File: config.mk
export PLATFORM = sky130hd
export DESIGN_NAME = rgb_hsv_converter
export DESIGN_NICKNAME = d
export VERILOG_FILES = /design/src/hw/rtl/rhc_pkg.sv /design/src/hw/rtl/rgb_hsv_converter.sv
export SDC_FILE = /design/constraint.sdc
export NUM_CORES = 2
export LEC_CHECK = 0
export BUFFER_PORTS_ARGS = -buffer_cell sky130_fd_sc_hd__buf_2
export CAP_MARGIN = 0
export CORE_MARGIN = 1
export CORE_UTILIZATION = 30
export CTS_CLUSTER_DIAMETER = 30
export CTS_CLUSTER_SIZE = 10
export DETAILED_ROUTE_END_ITERATION = 8
export SETUP_SLACK_MARGIN = 0.1
export SLEW_MARGIN = 15
export SYNTH_ARGS = -nofsm -noshare
export SYNTH_HDL_FRONTEND = slang
export SYNTH_SLANG_ARGS = --single-unit
File: constraint.sdc
create_clock -name clk -period 25.2 [get_ports clk]
set_clock_uncertainty 0.05 [all_clocks]
set_input_delay 5.04 -clock clk [delete_from_list [all_inputs] [get_ports clk]]
set_output_delay 5.04 -clock clk [all_outputs]
set_load 0.05 [all_outputs]
File: src/hw/rtl/rhc_pkg.sv
// ----------------------------------------------------------------------------
// rhc_pkg
// shared types and constants of the rgb/hsv color converter
// ----------------------------------------------------------------------------
package rhc_pkg;

    localparam int COLOR_W  = 8;
    localparam int HUE_W    = 13;
    localparam int HNUM_W   = 21;
    localparam int SNUM_W   = 16;
    localparam int HQ_BITS  = 13;
    localparam int SQ_BITS  = 8;
    localparam int DIV_LAST = HQ_BITS;

    localparam logic [HUE_W-1:0] HUE_SECTOR = 13'd960;
    localparam logic [HUE_W-1:0] HUE_TURN   = 13'd5760;
    localparam logic [15:0]      RECIP_15   = 16'd34953;

    localparam logic KIND_TO_HSV = 1'b0;
    localparam logic KIND_TO_RGB = 1'b1;

    typedef struct packed {
        logic               kind;
        logic [COLOR_W-1:0] hi;
        logic               c_zero;
        logic               hi_zero;
        logic [COLOR_W-1:0] chroma;
        logic [HNUM_W-1:0]  hrem;
        logic [HQ_BITS-1:0] hquo;
        logic [SNUM_W-1:0]  srem;
        logic [SQ_BITS-1:0] squo;
        logic [HUE_W-1:0]   h;
        logic [COLOR_W-1:0] v;
        logic [15:0]        prod;
        logic [COLOR_W-1:0] p;
        logic [COLOR_W-1:0] q;
        logic [2:0]         k;
        logic [17:0]        y;
    } pipe_t;

endpackage

File: src/hw/rtl/rgb_hsv_converter.sv
// ----------------------------------------------------------------------------
// rgb_hsv_converter
// pipelined rgb to hsv and hsv to rgb converter; without a stall, one word per clock
// ----------------------------------------------------------------------------
// Takes one word per clock when the output side keeps up and returns each result
// from a registered output. Pipeline depth is set by the hue quotient: a
// restoring divider with one quotient bit per stage over 13 stages, with the
// saturation quotient and the hsv to rgb products worked in the same stages.
// Each stage has its own valid bit, so a stall at the output fills empty
// stages first and only then holds the input side.
module rgb_hsv_converter
    import rhc_pkg::*;
(
    input  logic               clk,
    input  logic               rst_n,
    input  logic               in_valid,
    output logic               in_ready,
    input  logic               kind,
    input  logic [COLOR_W-1:0] red_in,
    input  logic [COLOR_W-1:0] green_in,
    input  logic [COLOR_W-1:0] blue_in,
    input  logic [HUE_W-1:0]   hue_in,
    input  logic [COLOR_W-1:0] sat_in,
    input  logic [COLOR_W-1:0] val_in,
    output logic               out_valid,
    input  logic               out_ready,
    output logic [COLOR_W-1:0] red_out,
    output logic [COLOR_W-1:0] green_out,
    output logic [COLOR_W-1:0] blue_out,
    output logic [HUE_W-1:0]   hue_out,
    output logic [COLOR_W-1:0] sat_out,
    output logic [COLOR_W-1:0] val_out
);

    pipe_t              stage_reg  [DIV_LAST+1];
    pipe_t              stage_next [DIV_LAST+1];
    pipe_t              entry_next;
    logic [DIV_LAST:0]  valid_reg;
    logic [DIV_LAST+1:0] en;

    logic               out_valid_reg;
    logic               out_kind_reg;
    logic [COLOR_W-1:0] red_reg, green_reg, blue_reg, sat_reg, val_reg;
    logic [HUE_W-1:0]   hue_reg;
    logic [COLOR_W-1:0] red_next, green_next, blue_next, sat_next, val_next;
    logic [HUE_W-1:0]   hue_next;

    // entry stage
    always_comb
    begin
        logic [COLOR_W-1:0] hi, lo, c;
        logic [10:0]        base;
        pipe_t              s;
        hi = red_in;
        lo = red_in;
        if (green_in > hi) hi = green_in;
        if (blue_in > hi)  hi = blue_in;
        if (green_in < lo) lo = green_in;
        if (blue_in < lo)  lo = blue_in;
        c = hi - lo;
        if (red_in == hi)
            base = 11'(6 * c) + 11'(green_in) - 11'(blue_in);
        else if (green_in == hi)
            base = 11'(2 * c) + 11'(blue_in) - 11'(red_in);
        else
            base = 11'(4 * c) + 11'(red_in) - 11'(green_in);
        s         = '0;
        s.kind    = kind;
        s.hi      = hi;
        s.chroma  = c;
        s.c_zero  = (c == '0);
        s.hi_zero = (hi == '0);
        s.hrem    = (HNUM_W'(base) << 10) - (HNUM_W'(base) << 6);
        s.srem    = (SNUM_W'(c) << 8) - SNUM_W'(c);
        s.h       = (hue_in >= HUE_TURN) ? hue_in - HUE_TURN : hue_in;
        s.v       = val_in;
        s.prod    = val_in * sat_in;
        entry_next = s;
    end

    // divide steps, with the hsv to rgb work in the first stages
    always_comb
    begin
        stage_next[0] = entry_next;
        for (int i = 1; i <= DIV_LAST; i++)
        begin
            automatic pipe_t              s = stage_reg[i-1];
            automatic int                 j = DIV_LAST - i;
            automatic logic [HNUM_W-1:0]  hd = HNUM_W'(s.chroma) << j;
            automatic logic [SNUM_W-1:0]  sd = SNUM_W'(s.hi) << (j % SQ_BITS);
            automatic logic [16:0]        x17 = '0;
            automatic logic [HUE_W-1:0]   f = '0;
            automatic logic [10:0]        d = '0;
            automatic logic [27:0]        zq = '0;
            if (s.hrem >= hd)
            begin
                s.hrem    = s.hrem - hd;
                s.hquo[j] = 1'b1;
            end
            if (j < SQ_BITS && s.srem >= sd)
            begin
                s.srem              = s.srem - sd;
                s.squo[j % SQ_BITS] = 1'b1;
            end
            case (i)
                1:
                begin
                    x17 = 17'(s.prod) + 17'(s.prod[15:8]) + 17'd1;
                    s.p = x17[15:8];
                end
                2:
                begin
                    if (s.h >= 13'd4800)      s.k = 3'd5;
                    else if (s.h >= 13'd3840) s.k = 3'd4;
                    else if (s.h >= 13'd2880) s.k = 3'd3;
                    else if (s.h >= 13'd1920) s.k = 3'd2;
                    else if (s.h >= 13'd960)  s.k = 3'd1;
                    else                      s.k = 3'd0;
                    if (s.h >= 13'd3840)      f = s.h - 13'd3840;
                    else if (s.h >= 13'd1920) f = s.h - 13'd1920;
                    else                      f = s.h;
                    d = (f >= HUE_SECTOR) ? 11'(f - HUE_SECTOR) : 11'(HUE_SECTOR - f);
                    s.y = s.p * (11'(HUE_SECTOR) - d);
                end
                3:
                begin
                    zq  = s.y[17:6] * RECIP_15;
                    s.q = zq[26:19];
                end
                default:
                begin
                end
            endcase
            stage_next[i] = s;
        end
    end

    // output assembly
    always_comb
    begin
        pipe_t              s;
        logic [COLOR_W-1:0] m, rr, gg, bb;
        s  = stage_reg[DIV_LAST];
        m  = s.v - s.p;
        rr = '0;
        gg = '0;
        bb = '0;
        case (s.k)
            3'd0:    begin rr = s.p; gg = s.q; end
            3'd1:    begin rr = s.q; gg = s.p; end
            3'd2:    begin gg = s.p; bb = s.q; end
            3'd3:    begin gg = s.q; bb = s.p; end
            3'd4:    begin rr = s.q; bb = s.p; end
            default: begin rr = s.p; bb = s.q; end
        endcase
        if (s.kind == KIND_TO_RGB)
        begin
            red_next   = rr + m;
            green_next = gg + m;
            blue_next  = bb + m;
            hue_next   = '0;
            sat_next   = '0;
            val_next   = '0;
        end
        else
        begin
            red_next   = '0;
            green_next = '0;
            blue_next  = '0;
            if (s.c_zero)
                hue_next = '0;
            else if (s.hquo >= HUE_TURN)
                hue_next = s.hquo - HUE_TURN;
            else
                hue_next = s.hquo;
            sat_next = s.hi_zero ? '0 : s.squo;
            val_next = s.hi;
        end
    end

    // per-stage advance
    always_comb
    begin
        en[DIV_LAST+1] = !out_valid_reg || out_ready;
        for (int i = DIV_LAST; i >= 0; i--)
            en[i] = !valid_reg[i] || en[i+1];
    end

    assign in_ready = en[0];

    always_ff @(posedge clk or negedge rst_n)
    begin
        if (!rst_n)
        begin
            valid_reg     <= '0;
            out_valid_reg <= 1'b0;
        end
        else
        begin
            if (en[0])
                valid_reg[0] <= in_valid;
            for (int i = 1; i <= DIV_LAST; i++)
                if (en[i])
                    valid_reg[i] <= valid_reg[i-1];
            if (en[DIV_LAST+1])
                out_valid_reg <= valid_reg[DIV_LAST];
        end
    end

    always_ff @(posedge clk)
    begin
        for (int i = 0; i <= DIV_LAST; i++)
            if (en[i])
                stage_reg[i] <= stage_next[i];
        if (en[DIV_LAST+1])
        begin
            out_kind_reg <= stage_reg[DIV_LAST].kind;
            red_reg      <= red_next;
            green_reg    <= green_next;
            blue_reg     <= blue_next;
            hue_reg      <= hue_next;
            sat_reg      <= sat_next;
            val_reg      <= val_next;
        end
    end

    assign out_valid = out_valid_reg;
    assign red_out   = red_reg;
    assign green_out = green_reg;
    assign blue_out  = blue_reg;
    assign hue_out   = hue_reg;
    assign sat_out   = sat_reg;
    assign val_out   = val_reg;

`ifndef SYNTH
    a_hue_range: assert property (@(posedge clk) disable iff (!rst_n)
        out_valid_reg |-> hue_reg < HUE_TURN)
        else $error("hue out of range");

    a_rgb_unused: assert property (@(posedge clk) disable iff (!rst_n)
        out_valid_reg && out_kind_reg == KIND_TO_RGB |->
            hue_reg == '0 && sat_reg == '0 && val_reg == '0)
        else $error("hsv fields set in rgb word");

    a_hsv_unused: assert property (@(posedge clk) disable iff (!rst_n)
        out_valid_reg && out_kind_reg == KIND_TO_HSV |->
            red_reg == '0 && green_reg == '0 && blue_reg == '0)
        else $error("rgb fields set in hsv word");

    a_black: assert property (@(posedge clk) disable iff (!rst_n)
        out_valid_reg && out_kind_reg == KIND_TO_HSV && val_reg == '0 |->
            sat_reg == '0 && hue_reg == '0)
        else $error("black word with hue or saturation");
`endif

endmodule
# Word-level counts from Yosys, hierarchy flattened
# Memories as Yosys holds them, arrays and structs flattened.
# Index checks and enable logic that the tools add are counted.
# totals
ff_bits,68
mem_bits_rw,2114
in_bits,58
out_inout_bits,55
elab_cells,236
memories,1
# mem_list
memory,words,word_bits,read_ports,rd_ports_with_merged_regs,wr,line,rtl
stage_reg,14,151,14,0,14,rgb_hsv_converter.sv:35,pipe_t stage_reg [DIV_LAST+1];
# classes
add_sub_neg,43
multipliers,4
order_cmp,33
eq_ne,6
muxes,87
reduce_logical,41
# op_table
operator,count
$mux 21,12
$mux 16,7
$mux 13,4
$mux 1,48
$pmux 8 s2,3
$sub 21x17->21,2
$ge 13x13->1 const B,3
$mux 11,3
$mux 8,4
$sub 16x8->16,2
$mul 12x16->27 const B,1
$ge 13x10->1 const B,2
$ge 13x12->1 const B,2
$sub 13x13->13 const B,2
$add 8x8->8,3
$mux 22,1
$sub 11x8->11,2
$ge 21x10->1,1
$ge 21x11->1,1
$ge 21x12->1,1
$ge 21x13->1,1
$ge 21x14->1,1
$ge 21x15->1,1
$ge 21x16->1,1
other kinds (62),106

# Depth between registers and ports, before layout
# depth
depth_word,18
ltp_mapped,49
ltp_nobuf,47

# Worst setup path before layout
# OpenSTA, ideal clock, no wires.
# synth_path
kind,in2out
start,in out_ready
end,out in_ready
arrival_ns,16.404
t_required_ns,20.110
slack_ns,3.706
path_stages,10
n_path_buf,0
path_cell_list,nor2b_1 -> and2_1 -> and3_1 -> nand3_1 -> nor2_1 -> nand3_1 -> nor2_1 -> nand3_1 -> nor2_1 -> nand3_1
# synth_via
elab_chain_cells,15
# synth_rtl
element,line,rtl
from (decl),rgb_hsv_converter.sv:26,"input logic out_ready,"
$logic_or 1x1->1,rgb_hsv_converter.sv:184,en[DIV_LAST+1] = !out_valid_reg || out_ready;
$logic_or 1x1->1 (5 in a row),rgb_hsv_converter.sv:186,en[i] = !valid_reg[i] || en[i+1];
net en[9],rgb_hsv_converter.sv:39,logic [DIV_LAST+1:0] en;
$logic_or 1x1->1 (3 in a row),rgb_hsv_converter.sv:186,
net en[6],rgb_hsv_converter.sv:39,
$logic_or 1x1->1 (3 in a row),rgb_hsv_converter.sv:186,
net en[3],rgb_hsv_converter.sv:39,
$logic_or 1x1->1 (3 in a row),rgb_hsv_converter.sv:186,
to (decl),rgb_hsv_converter.sv:17,"output logic in_ready,"
# The timed path passes the listed nets, and every way through them passes these cells.

==> run_results.csv <==
group,metric,value,unit
finish,drive_gt1_share,10.3,%
placement,numPortBuffers,112,
logic_synthesis,ys_types,97,
logic_synthesis,synth_edf_count,1237,
sta,finalHoldViolations,0,
global_routing,grt_pass1_vias,36357,
logic_synthesis,ys_ff_latch,1252,
logic_synthesis,synth-xor-area-share,4.85,%
placement,gp_congestion,0.856,
sta,finalSetupViolations,0,
sta,relSlewSlack,22.3,%
logic_synthesis,ys.flop_type,"edfxtp_1",
worst_setup_path,cp-start-kind,"primary input",
logic_synthesis,synth_top_family_by_area,"adder cells",
sta,setup_tns,0,ps
logic_synthesis,yosys.area_share.simple,9.61,%
logic_synthesis,synth.yosys.seq_area_share,59.6,%
worst_setup_path,critical_path_class,"in2reg",
floorplan,coreArea,208000,µm²
floorplan,start_util,30.3,%
detailed_routing,viasPerCell,4.40,
worst_setup_path,reg2reg_from,"stage_reg[0][212]",
min_path,min_path_type,"reg2reg",
worst_setup_path,endpoint_kind,"flop",
logic_synthesis,synthCells,4828,
global_routing,grt_overflow_total,0,
logic_synthesis,synth_warnings,0,
min_path,min_from,"stage_reg[0][861]",
flow_run,cap_violations,0,
detailed_routing,drt_iter0_drc,1919,
logic_synthesis,syn_nets,5461,
placement,dp_hpwl,83.9,mm
placement,pre_cts_ws,9280,ps
worst_setup_path,cpPeakStageDelay,930,ps
floorplan,die_area,212000,µm²
logic_synthesis,netlist_area,63000,µm²
logic_synthesis,synthTopCellsByArea,"edfxtp_1 (59%), ha_1 (8.1%), fa_1 (5.3%)",
detailed_routing,vias,35472,
logic_synthesis,synth_compound_area_share,8.12,%
outcome,status,"finished, final reports clean",
clock_network,numCtsBuffers,212,
clock_network,clkTransAtPathRegs,50,ps
detailed_routing,avgRoutedWirePerCell,14.0,µm
finish,largest_reg_flops,1184,
finish,area_growth,18.0,%
clock_network,cts_root_buf,"clkbuf_16",
detailed_routing,routed_wl,113,mm
clock_network,cts_setup_buffers,0,
sta,finalWorstPathRequiredPeriod,15290,ps
logic_synthesis,synthArstFlopShare,1.20,%
sta,finalCritPeriodShare,60.7,%
finish,final_common_cell,"edfxtp_1",
logic_synthesis,avgSynthCellArea,13.0,µm²
logic_synthesis,synthAdderAreaFrac,13.4,%
worst_setup_path,required,25650,ps
finish,final_cell_mix,"edfxtp_1 (1237), inv_1 (546), ha_1 (409)",
sta,worst_slack,9910,ps
worst_setup_path,critPathLaunch,"red_in[1]",
detailed_routing,first_pass_iters,6,
logic_synthesis,synth_top_area_share,59.0,%
finish,num-nets-final,5738,
global_routing,grt_usage,10.7,%
sta,worst-slew-pin-transition,1160,ps
detailed_routing,ant_nets,0,
clock_network,tritoncts,"done",
clock_network,cts_buffer_depth,3,
sta,rsz0062_at_grt,"no",
floorplan,die_w,460,µm
global_routing,grt_max_degree,89,
worst_setup_path,cp_common_cell,"inv_1",
worst_setup_path,crit_slowest_cell,"xnor2_1",
global_routing,grt_pass1_wl,185,mm
floorplan,die_h,460,µm
clock_network,cts_sinks,1252,
clock_network,cts_max_level,4,
sta,max_freq,65.4,MHz
worst_setup_path,crit_fanout,12,
logic_synthesis,synth_area_leader_cell,"edfxtp_1",
clock_network,cts_hold_buf,0,
detailed_routing,drcViolationCount,0,
global_routing,antenna_found_initial,3,
clock_network,cts_resized,0,
sta,finalMaxSlewViolations,0,
logic_synthesis,muxShareOfSynthArea,0.670,%
floorplan,num_rows,167,
floorplan,io_pins,113,
worst_setup_path,arrival,15740,ps
clock_network,clk_latency,830,ps
finish,fillers,19872,
## layer usage
metal	vias to the layer above	wire, µm	part of all wire [%]	GRT usage [%]
met1	16815	54300	48	14.3
met3	191	4650	4.1	2.04
li1	17832	-	-	-
met4	2	2570	2.3	3.96
met5	-	13	0.012	0
met2	632	51200	45	17.2
## metrics by stage
stage / instance area [µm²] / hold WS [ps] / std cells / util [%]
after floorplan: 63000 / 350 / 4828 / -
after detailed placement: 67000 / 355 / 7679 / 32.2
after global placement: 67000 / 353 / 7679 / 32.2
after CTS: 74300 / 307 / 8066 / 35.7
after global routing: 74300 / 318 / 8067 / 35.7
final: 74300 / 311 / 8067 / 35.7
## critical path, delay by kind of cell
| family | cells | cell delay (ps) |
|---|---|---|
| AND/OR/NAND/NOR | 9 | 1760 |
| multiplexers | 2 | 390 |
| buffers and inverters | 8 | 1250 |
| XOR/XNOR | 3 | 1390 |
| AO/OA/AOI/OAI | 12 | 2910 |
| adder cells (fa/ha/maj) | 8 | 2960 |
## cell usage after synthesis, drive strengths merged, types with 32 or more instances
library cell and number:
a21oi 292, ha 409, and2 146, nor3 65
nor4 42, nand2b 89, nand3 69, o21ai 152
nor2b 73, xor2 122, a21o 140, clkbuf 60
nand2 282, inv 552, o21bai 32, fa 166
edfxtp 1237, xnor2 222, nor2 290, nand4 32
## path summary, 6_finish.rpt
| path | depth (start not counted) | endpoint | slack (ps) |
|---|---|---|---|
| max | 42 | stage_reg[0][130] | 9910 |
| min | 0 | stage_reg[0][1012] | 310 |
| max reg2reg | 35 | stage_reg[0][319] | 15710 |
| min reg2reg | 0 | stage_reg[0][1012] | 310 |
| max in group asynchronous | 1 | valid_reg[3] | 20630 |
| min in group asynchronous | 1 | valid_reg[8] | 4120 |
## logic make-up (layout without fill, tap and decap cells)
kind of cell / count (synthesis) / in the layout
AO/OA/AOI/OAI: 804 / 804
XOR/XNOR: 345 / 345
flip-flops: 1252 / 1252
AND/OR/NAND/NOR: 1189 / 1189
multiplexers: 40 / 40
buffers and inverters: 623 / 1073
other: 0 / 1
adder cells (fa/ha/maj): 575 / 575
## area by class of cell
cell class	instances	area (µm²)	share of cell area, %
clock inverters	149	1900	2.55
well taps	2788	3490	4.70
repair buffers	133	718	0.967
inverters	553	2080	2.80
clock buffers	238	5400	7.27
multi-input cells	2953	23200	31.2
diodes	1	2.50	0.00337
flip-flops and latches	1252	37500	50.5
Power is not shown: default switching activity piles up to over one toggle a cycle in this logic, so the estimate is an artifact.
